[src/rtl/b64d_pkg.sv]
`default_nettype none

package b64d_pkg;

    localparam logic [7:0] PAD_CHAR = 8'd61;

    typedef struct packed {
        logic [7:0] in_char;
        logic       in_last;
    } in_item_t;

    typedef struct packed {
        logic [7:0] out_byte;
        logic       byte_valid;
        logic       message_end;
    } out_item_t;

    typedef struct packed {
        logic       valid;
        logic [5:0] value;
    } sextet_t;

    // Maps one character to its 6-bit value; valid is low outside the data alphabet.
    function automatic sextet_t sextet_lookup(input logic [7:0] c);
        sextet_t s;
        s.valid = 1'b1;
        s.value = 6'd0;
        if (c >= 8'd65 && c <= 8'd90) begin
            s.value = 6'(c - 8'd65);
        end
        else if (c >= 8'd97 && c <= 8'd122) begin
            s.value = 6'(c - 8'd71);
        end
        else if (c >= 8'd48 && c <= 8'd57) begin
            s.value = 6'(c + 8'd4);
        end
        else if (c == 8'd43) begin
            s.value = 6'd62;
        end
        else if (c == 8'd47) begin
            s.value = 6'd63;
        end
        else begin
            s.valid = 1'b0;
        end
        return s;
    endfunction

endpackage

`default_nettype wire

[src/rtl/base64_stream_decoder.sv]
// Streaming base64 decoder, one character per beat.
// The input channel (item_valid, item_ready, item) carries one character and a
// last flag per beat. The output channel (result_valid, result_ready, result)
// carries a decoded byte with its valid flag, and a message end flag.
// Characters outside the alphabet are dropped; an '=' stops decoding until the
// end of the message. The beat marked last always gives one result with
// message_end set, and the decoder then returns to the start of a group.
// A beat is taken into an input register; the lookup and byte assembly sit
// between that register and the result register, so a result is offered once
// its beat has moved from the input register into the result register.
// Throughput is one beat per cycle while the receiver keeps up: the input
// register advances whenever the result register is empty or drained that cycle.
// When the receiver stalls, the result register holds its beat and the input
// register holds one more; the input channel then stops taking beats.
// Reset clears both registers and the group state; no beat is lost or made.
`default_nettype none

module base64_stream_decoder (
    input  wire logic                clk,
    input  wire logic                rst_n,
    input  wire logic                item_valid,
    output logic                     item_ready,
    input  wire b64d_pkg::in_item_t  item,
    output logic                     result_valid,
    input  wire logic                result_ready,
    output b64d_pkg::out_item_t      result
);
    import b64d_pkg::*;

    logic      stage_valid_reg;
    in_item_t  stage_item_reg;
    logic      out_valid_reg;
    out_item_t out_item_reg;
    out_item_t dec_result;
    logic      dec_produce;
    logic      out_free;
    logic      advance;

    b64d_group u_group (
        .clk     (clk),
        .rst_n   (rst_n),
        .item    (stage_item_reg),
        .advance (advance),
        .result  (dec_result),
        .produce (dec_produce)
    );

    assign out_free   = !out_valid_reg || result_ready;
    assign advance    = stage_valid_reg && (!dec_produce || out_free);
    assign item_ready = !stage_valid_reg || advance;

    always_ff @(posedge clk or negedge rst_n)
    begin
        if (!rst_n) begin
            stage_valid_reg <= 1'b0;
        end
        else if (item_ready) begin
            stage_valid_reg <= item_valid;
        end
    end

    always_ff @(posedge clk)
    begin
        if (item_ready && item_valid) begin
            stage_item_reg <= item;
        end
    end

    always_ff @(posedge clk or negedge rst_n)
    begin
        if (!rst_n) begin
            out_valid_reg <= 1'b0;
        end
        else if (out_free) begin
            out_valid_reg <= advance && dec_produce;
        end
    end

    always_ff @(posedge clk)
    begin
        if (out_free && advance && dec_produce) begin
            out_item_reg <= dec_result;
        end
    end

    assign result_valid = out_valid_reg;
    assign result       = out_item_reg;

endmodule

`default_nettype wire

[src/rtl/b64d_group.sv]
`default_nettype none

module b64d_group (
    input  wire logic               clk,
    input  wire logic               rst_n,
    input  wire b64d_pkg::in_item_t item,
    input  wire logic               advance,
    output b64d_pkg::out_item_t     result,
    output logic                    produce
);
    import b64d_pkg::*;

    logic [1:0] pos_reg;
    logic [1:0] pos_next;
    logic [5:0] prev_reg;
    logic [5:0] prev_next;
    logic       pad_reg;
    logic       pad_next;
    sextet_t    lk;
    logic       is_pad;
    logic       take;
    logic       have;
    logic [7:0] byte_val;

    always_comb
    begin
        lk       = sextet_lookup(item.in_char);
        is_pad   = (item.in_char == PAD_CHAR);
        take     = lk.valid && !pad_reg;
        byte_val = 8'd0;
        case (pos_reg)
            2'd1:    byte_val = {prev_reg, lk.value[5:4]};
            2'd2:    byte_val = {prev_reg[3:0], lk.value[5:2]};
            2'd3:    byte_val = {prev_reg[1:0], lk.value};
            default: byte_val = 8'd0;
        endcase
        have = take && (pos_reg != 2'd0);

        produce            = have || item.in_last;
        result.out_byte    = have ? byte_val : 8'd0;
        result.byte_valid  = have;
        result.message_end = item.in_last;

        pos_next  = pos_reg;
        prev_next = prev_reg;
        pad_next  = pad_reg;
        if (item.in_last) begin
            pos_next  = 2'd0;
            prev_next = 6'd0;
            pad_next  = 1'b0;
        end
        else if (is_pad) begin
            pad_next = 1'b1;
        end
        else if (take) begin
            pos_next  = pos_reg + 2'd1;
            prev_next = lk.value;
        end
    end

    always_ff @(posedge clk or negedge rst_n)
    begin
        if (!rst_n) begin
            pos_reg  <= 2'd0;
            prev_reg <= 6'd0;
            pad_reg  <= 1'b0;
        end
        else if (advance) begin
            pos_reg  <= pos_next;
            prev_reg <= prev_next;
            pad_reg  <= pad_next;
        end
    end

endmodule

`default_nettype wire
[config.mk]
export PLATFORM = sky130hd
export DESIGN_NAME = base64_stream_decoder
export DESIGN_NICKNAME = d
export VERILOG_FILES = /design/src/rtl/b64d_pkg.sv /design/src/rtl/base64_stream_decoder.sv /design/src/rtl/b64d_group.sv
export SDC_FILE = /design/constraint.sdc
export NUM_CORES = 1
export LEC_CHECK = 0
export ABC_AREA = 1
export BUFFER_PORTS_ARGS = -buffer_cell sky130_fd_sc_hd__clkbuf_2
export CAP_MARGIN = 25
export CELL_PAD_IN_SITES_DETAIL_PLACEMENT = 0
export CELL_PAD_IN_SITES_GLOBAL_PLACEMENT = 2
export CORE_ASPECT_RATIO = 1.75
export CORE_UTILIZATION = 34
export CTS_CLUSTER_DIAMETER = 30
export DETAILED_ROUTE_END_ITERATION = 8
export PLACE_DENSITY = 0.83
export RECOVER_POWER = 100
export SLEW_MARGIN = 5
export SYNTH_ARGS = -nofsm -noshare
export SYNTH_HDL_FRONTEND = slang
export SYNTH_HIERARCHICAL = 1
export SYNTH_SLANG_ARGS = --single-unit
export TNS_END_PERCENT = 100
[constraint.sdc]
create_clock -name clk -period 3.1 [get_ports clk]
set_input_delay 0.31 -clock clk [delete_from_list [all_inputs] [get_ports clk]]
set_output_delay 0.31 -clock clk [all_outputs]
set_load 0.1 [all_outputs]
==> run_results.csv, run 1 <==
group,metric,value,unit
run_status,status,"finished, final reports clean",
logic_synthesis,synth_common_cells,"100 x nand2_1, 26 x inv_1, 26 x nand3_1",
timing,slew_headroom,0.218,
finish,syn2layout_area_growth,16.0,%
die,core_area,0.00593,mm²
worst_setup_path,cp_cell_sequence,"inv_1 > ha_1 > inv_1 > nand2_1 > nand3_1 > nor2_2 > nor2_4 > nand2_2 > nand3b_4 > nand2_2 > nor2_8 > inv_2 > nand2_1 > nand4_2 > buf_12",
die,dieArea,0.00651,mm²
drt,highest_layer,"met4",
placement,place_area,0.00231,mm²
placement,port_buffers,24,
timing,finalHoldViolCount,0,
die,placementRows,37,
logic_synthesis,ys.flop_type,"edfxtp_1",
finish,multi_input_area,0.00108,mm²
timing,tns,0,ps
drt,drc_errors,0,
worst_hold_path,worstHoldPathType,"input pin to flop",
logic_synthesis,synthArstFlopShare,0.367,
logic_synthesis,ys_seq_area_frac,0.402,
grt,grtUsageTotal,0.185,
die,die_w,61.4,µm
worst_setup_path,cp.arrival,2540,ps
drt,drt-initial-drc-count,56,
grt,grt_max_degree,12,
worst_setup_path,cp-end-kind,"output pin",
grt,antenna_found_initial,0,
logic_synthesis,synth_most_common_cell,"nand2_1",
drt,dr_total_vias,1790,
logic_synthesis,yosysTopAreaCell,"edfxtp_1",
grt,grt_pass1_wl,8.58,mm
die,start_util,0.355,
grt,grt.overflow.total,0,
worst_setup_path,max_stage_delay,420,ps
logic_synthesis,syn_inst,270,
timing,finalCriticalPeriod,2850,ps
power,vdd_drop_max,0.000407,V
timing,slew_violations,0,
logic_synthesis,synth_warnings,6,
logic_synthesis,synth.ff_latch_count,30,
worst_setup_path,path_max_fanout,6,
drt,wl_met3,70,µm
drt,ant_nets,0,
worst_setup_path,r2r_slack,250,ps
drt,wire_per_inst,14.1,µm
finish,antenna-diode-count,0,
placement,finalWeightedCongestion,0.835,
drt,firstDrtPassIters,4,
clocking,clk_pin_slew_worst_paths,60,ps
logic_synthesis,ys_types,33,
drt,route.met2.wl,3.11,mm
worst_setup_path,worst-setup-path-type,"flop to output pin",
finish,fin_nets,329,
logic_synthesis,synth_edf_count,19,
timing,period_share,0.921,
job,drv_cap,0,
logic_synthesis,syn_area_per_cell,7.79,µm²
timing,finalClockSkew,4.97,ps
finish,layout-drive-gt1-share,0.184,
die,ioPinCount,25,
drt,wl_met1,1.87,mm
timing,worstMarginPinSlew,1180,ps
grt,grt_pass1_vias,1845,
clocking,insertion_delay,280,ps
clocking,cts_root_buf,"clkbuf_8",
placement,hpwl,4.31,mm
logic_synthesis,syn-num-nets,296,
drt,vias_per_cell,4.69,
clocking,cts_tree,"yes",
timing,fmax,350,MHz
worst_setup_path,cp.required,2790,ps
drt,totalWireLength,5.37,mm
finish,nFillCells,671,
power,power.density,540,mW/mm²
finish,stdcell_area,0.00244,mm²
worst_setup_path,crit_slowest_cell,"edfxtp_1",
clocking,tritoncts.num_buffers,5,
timing,rsz0062_at_grt,"yes",
logic_synthesis,syn-cell-area,0.00210,mm²
worst_setup_path,crit_path_start_kind,"flop",
clocking,cts_sinks,30,
power,p_leak,0.00120,µW
worst_setup_path,crit_family,"simple AND/OR/NAND/NOR gates",
timing,hold_ws,203,ps
worst_setup_path,cp_num_buf_inv,4,
finish,regArea,846,µm²
logic_synthesis,synthTopCellsByArea,"edfxtp_1 27%, nand2_1 18%, dfrtp_1 13%, ha_1 7.7%, nand3_1 6.2%",
clocking,htreeDepth,2,
clocking,clockBufferDepth,2,
finish,largest_register_ffs,10,
die,die_h,106,µm
timing,report.final.setup_viol,0,
logic_synthesis,synth_top_area_share,0.271,
==> kinds of logic (layout without fill, tap and decap cells) <==
| kind of cell | Yosys count | after routing | synth area share |
|---|---|---|---|
| flops | 30 | 30 | 0.402 |
| simple gates | 164 | 164 | 0.362 |
| buf+inv | 41 | 75 | 0.0839 |
| xor+xnor | 7 | 7 | 0.0292 |
| fa+ha+maj | 13 | 13 | 0.0774 |
| compound gates | 15 | 15 | 0.0452 |
==> power breakdown <==
part	internal, µW	switching [µW]
Clock	179	144
Sequential	482	43.4
Combinational	116	352
Total	777	539
==> routing by layer <==
metal	track usage	vias up
li1	-	918
met1	0.171	828
met2	0.350	26
met3	0.0182	18
met4	0.124	0
met5	0	-
==> per-stage QoR <==
stage,setup slack [ps],power [µW],std cells,utilization
floorplan,103,897,270,-
global placement,139,1000,368,0.390
detailed placement,134,1000,368,0.390
CTS,121,1330,377,0.408
global route,-7.92,1390,382,0.412
finish,245,1320,382,0.412
==> worst paths after layout <==
kind,startpoint,endpoint,depth (start not counted)
setup / recovery,stage_item_reg[1],item_ready,15
hold / removal,item[6],stage_item_reg[6],1
setup reg to reg,stage_item_reg[2],u_group/pos_reg[0],21
hold reg to reg,u_group/prev_reg[5],u_group/prev_reg[5],2
max in group asynchronous,rst_n,u_group/prev_reg[5],2
min in group asynchronous,rst_n,u_group/prev_reg[3],2
==> final cells by class <==
type | instances | area share
clock buffer | 7 | 0.0354
clock inverter | 1 | 0.00205
inverter | 34 | 0.0544
multi-input combinational | 199 | 0.445
sequential | 30 | 0.347
tap | 78 | 0.0400
timing repair buffer | 33 | 0.0764
==> cells in the final DEF, fill, tap and decap left out, drive strengths merged <==
| master | instances |
|---|---|
| nor2 | 23 |
| buf | 8 |
| nand2 | 107 |
| a31oi | 1 |
| a21oi | 9 |
| xor2 | 6 |
| a22o | 3 |
| dfrtp | 11 |
| nand3 | 28 |
| clkbuf | 31 |
| edfxtp | 19 |
| o21ai | 2 |
| ha | 13 |
| and2 | 1 |
| inv | 33 |
| dlygate4sd3 | 1 |
| nand3b | 2 |
| nand4 | 3 |
| clkinv | 2 |
| xnor2 | 1 |
==> worst reg2reg max path: cells and delay by family, from the launching register on <==
family / cells / cell delay [ps]
simple gates: 13 / 1370
buf+inv: 6 / 530
compound gates: 1 / 150
flops: 1 / 450
fa+ha+maj: 1 / 250
==> what timing repair did <==
| item | CTS | global route |
|---|---|---|
| hold buffers | 1 | 0 |
| gates resized for setup | 0 | 5 |
| endpoints found under the hold margin | 11 | 0 |
| endpoints found under the setup margin | 0 | 9 |
| setup buffers | 0 | 5 |
Note: power is estimated with default switching activity, not from simulation.
==> run 2: changes to the inputs <==
- CORE_MARGIN: not set -> 5
- SETUP_SLACK_MARGIN: not set -> 0.4
==> run 2 against run 1 <==
Worst hold slack improved by 1.1 ps. Clock skew fell by 2.7 ps. Critical path depth did not move. Highest routed layer unchanged.
==> run_results.csv, run 2 (synthesis results as in run 1) <==
group,metric,value,unit
run_status,status,"finished, final reports clean",
drt,vias_per_cell,4.65,
die,die_w,69.4,µm
grt,grt.overflow.total,0,
timing,rsz0062_at_grt,"yes",
worst_hold_path,hold_depth,1,
timing,slew_headroom,0.195,
power,power.density,500,mW/mm²
grt,grtUsageTotal,0.146,
timing,slew_violations,0,
finish,fin_nets,348,
clocking,cts_sinks,30,
worst_setup_path,cp.arrival,2490,ps
drt,drt-initial-drc-count,83,
power,vdd_drop_max,0.000212,V
grt,grt_use_met1,0.130,
grt,grt_pass1_vias,1912,
grt,antenna_found_initial,0,
die,core_area,0.00613,mm²
drt,totalWireLength,5.56,mm
placement,place_area,0.00230,mm²
drt,firstDrtPassIters,5,
finish,stdcell_area,0.00267,mm²
die,start_util,0.343,
power,p_leak,0.00129,µW
finish,mostFrequentLayoutCell,"nand2_1",
timing,report.final.setup_viol,0,
worst_setup_path,path_max_fanout,5,
finish,layout-drive-gt1-share,0.286,
drt,ant_nets,0,
finish,syn2layout_area_growth,27.1,%
grt,grt_max_degree,12,
clocking,cts_root_buf,"clkbuf_8",
placement,finalWeightedCongestion,0.791,
finish,nFillCells,636,
grt,grt_util_met2,0.288,
worst_setup_path,crit_path_start_kind,"flop",
worst_setup_path,worst-setup-path-type,"flop to output pin",
finish,antenna-diode-count,0,
placement,port_buffers,24,
placement,hpwl,4.24,mm
die,die_h,114,µm
clocking,clockBufferDepth,2,
grt,gr-usage-met3,0.0203,
clocking,cts_tree,"yes",
clocking,insertion_delay,280,ps
worst_setup_path,reg2reg_depth,22,
timing,finalHoldViolCount,0,
grt,grt_pass1_wl,8.89,mm
die,dieArea,0.00792,mm²
job,drv_cap,0,
worst_hold_path,worstHoldPathType,"input pin to flop",
worst_setup_path,cp.required,2790,ps
timing,finalCriticalPeriod,2800,ps
timing,period_share,0.903,
timing,finalClockSkew,2.26,ps
timing,tns,0,ps
clocking,tritoncts.num_buffers,5,
drt,drc_errors,0,
worst_setup_path,cp-end-kind,"output pin",
drt,wire_per_inst,13.8,µm
finish,final_cell_mix,"92 x nand2_1, 26 x buf_4, 24 x nand3_1",
die,ioPinCount,25,
grt,top_usage_layer,"met2",
drt,dr_total_vias,1870,
timing,fmax,357,MHz
clocking,clk_pin_slew_worst_paths,60,ps
clocking,htreeDepth,2,
finish,largest_register_ffs,10,
die,placementRows,38,
timing,worstMarginPinSlew,1210,ps
-- run 2: cell count changes in the layout (fill, tap and decap cells not counted), moves of 2 or more --
cell,delta
nand2_2,+4
ha_1,-5
nand2_1,-8
buf_4,+19
nand2_4,+4
nand3_1,-2
nand3_2,+2
ha_2,+2
ha_4,+3
inv_1,-2
-- run 2: layer usage --
layer / vias up / part of all wire
met5: - / 0
li1: 956 / -
met1: 873 / 0.34
met2: 29 / 0.62
met4: 0 / 0.029
met3: 12 / 0.018
-- run 2: final timing paths --
check                                    start                  end  slack (ps)
setup / recovery             stage_item_reg[4]           item_ready         300
hold reg to reg            u_group/prev_reg[5]  u_group/prev_reg[5]         480
hold / removal                         item[7]    stage_item_reg[7]         200
min in group asynchronous                rst_n  u_group/prev_reg[4]         550
setup reg to reg             stage_item_reg[4]  u_group/prev_reg[0]         480
max in group asynchronous                rst_n      stage_valid_reg        2150
-- run 2: layout make-up --
type	instances	area, µm²	share of cell area
timing repair buffer	52	328	0.123
tap	80	100	0.0375
sequential	30	846	0.316
multi-input combinational	199	1180	0.442
clock buffer	5	68.8	0.0257
clock inverter	2	10.0	0.00375
inverter	34	138	0.0515
-- run 2: timing repair --
action	in CTS	in global routing
endpoints found under the setup margin	19	19
endpoints found under the hold margin	11	0
resized for setup	14	28
buffers inserted	8	17
hold buffers	1	0
pin swaps	5	16
-- run 2: power by group --
part / switching (µW) / leakage (µW) / internal (µW)
registers: 40.3 / 0.000329 / 482
logic: 375 / 0.000918 / 156
clock network: 135 / 0.0000438 / 150
-- run 2: stage by stage --
stage	hold WS (ps)	std cells	setup WS [ps]	util	total power, µW
floorplan	14.4	270	402	-	900
global placement	206	369	166	0.376	1000
detailed placement	205	369	126	0.376	998
CTS	191	385	409	0.406	1310
global route	189	402	166	0.436	1430
finish	204	402	301	0.436	1340
-- run 2: worst max-delay path, cell delays in order, from the launching register on --
cell      delay, ps
edfxtp_1        480
clkbuf_1        170
ha_4            180
nand2_1          90
nand2_2          70
nand3_2          60
nand2_1          50
nand2_1         150
nand2_4          90
nand3b_4         90
nand2_4          70
nor2_8          150
inv_6            60
nand2_4          60
nand4_1         180
buf_12          240
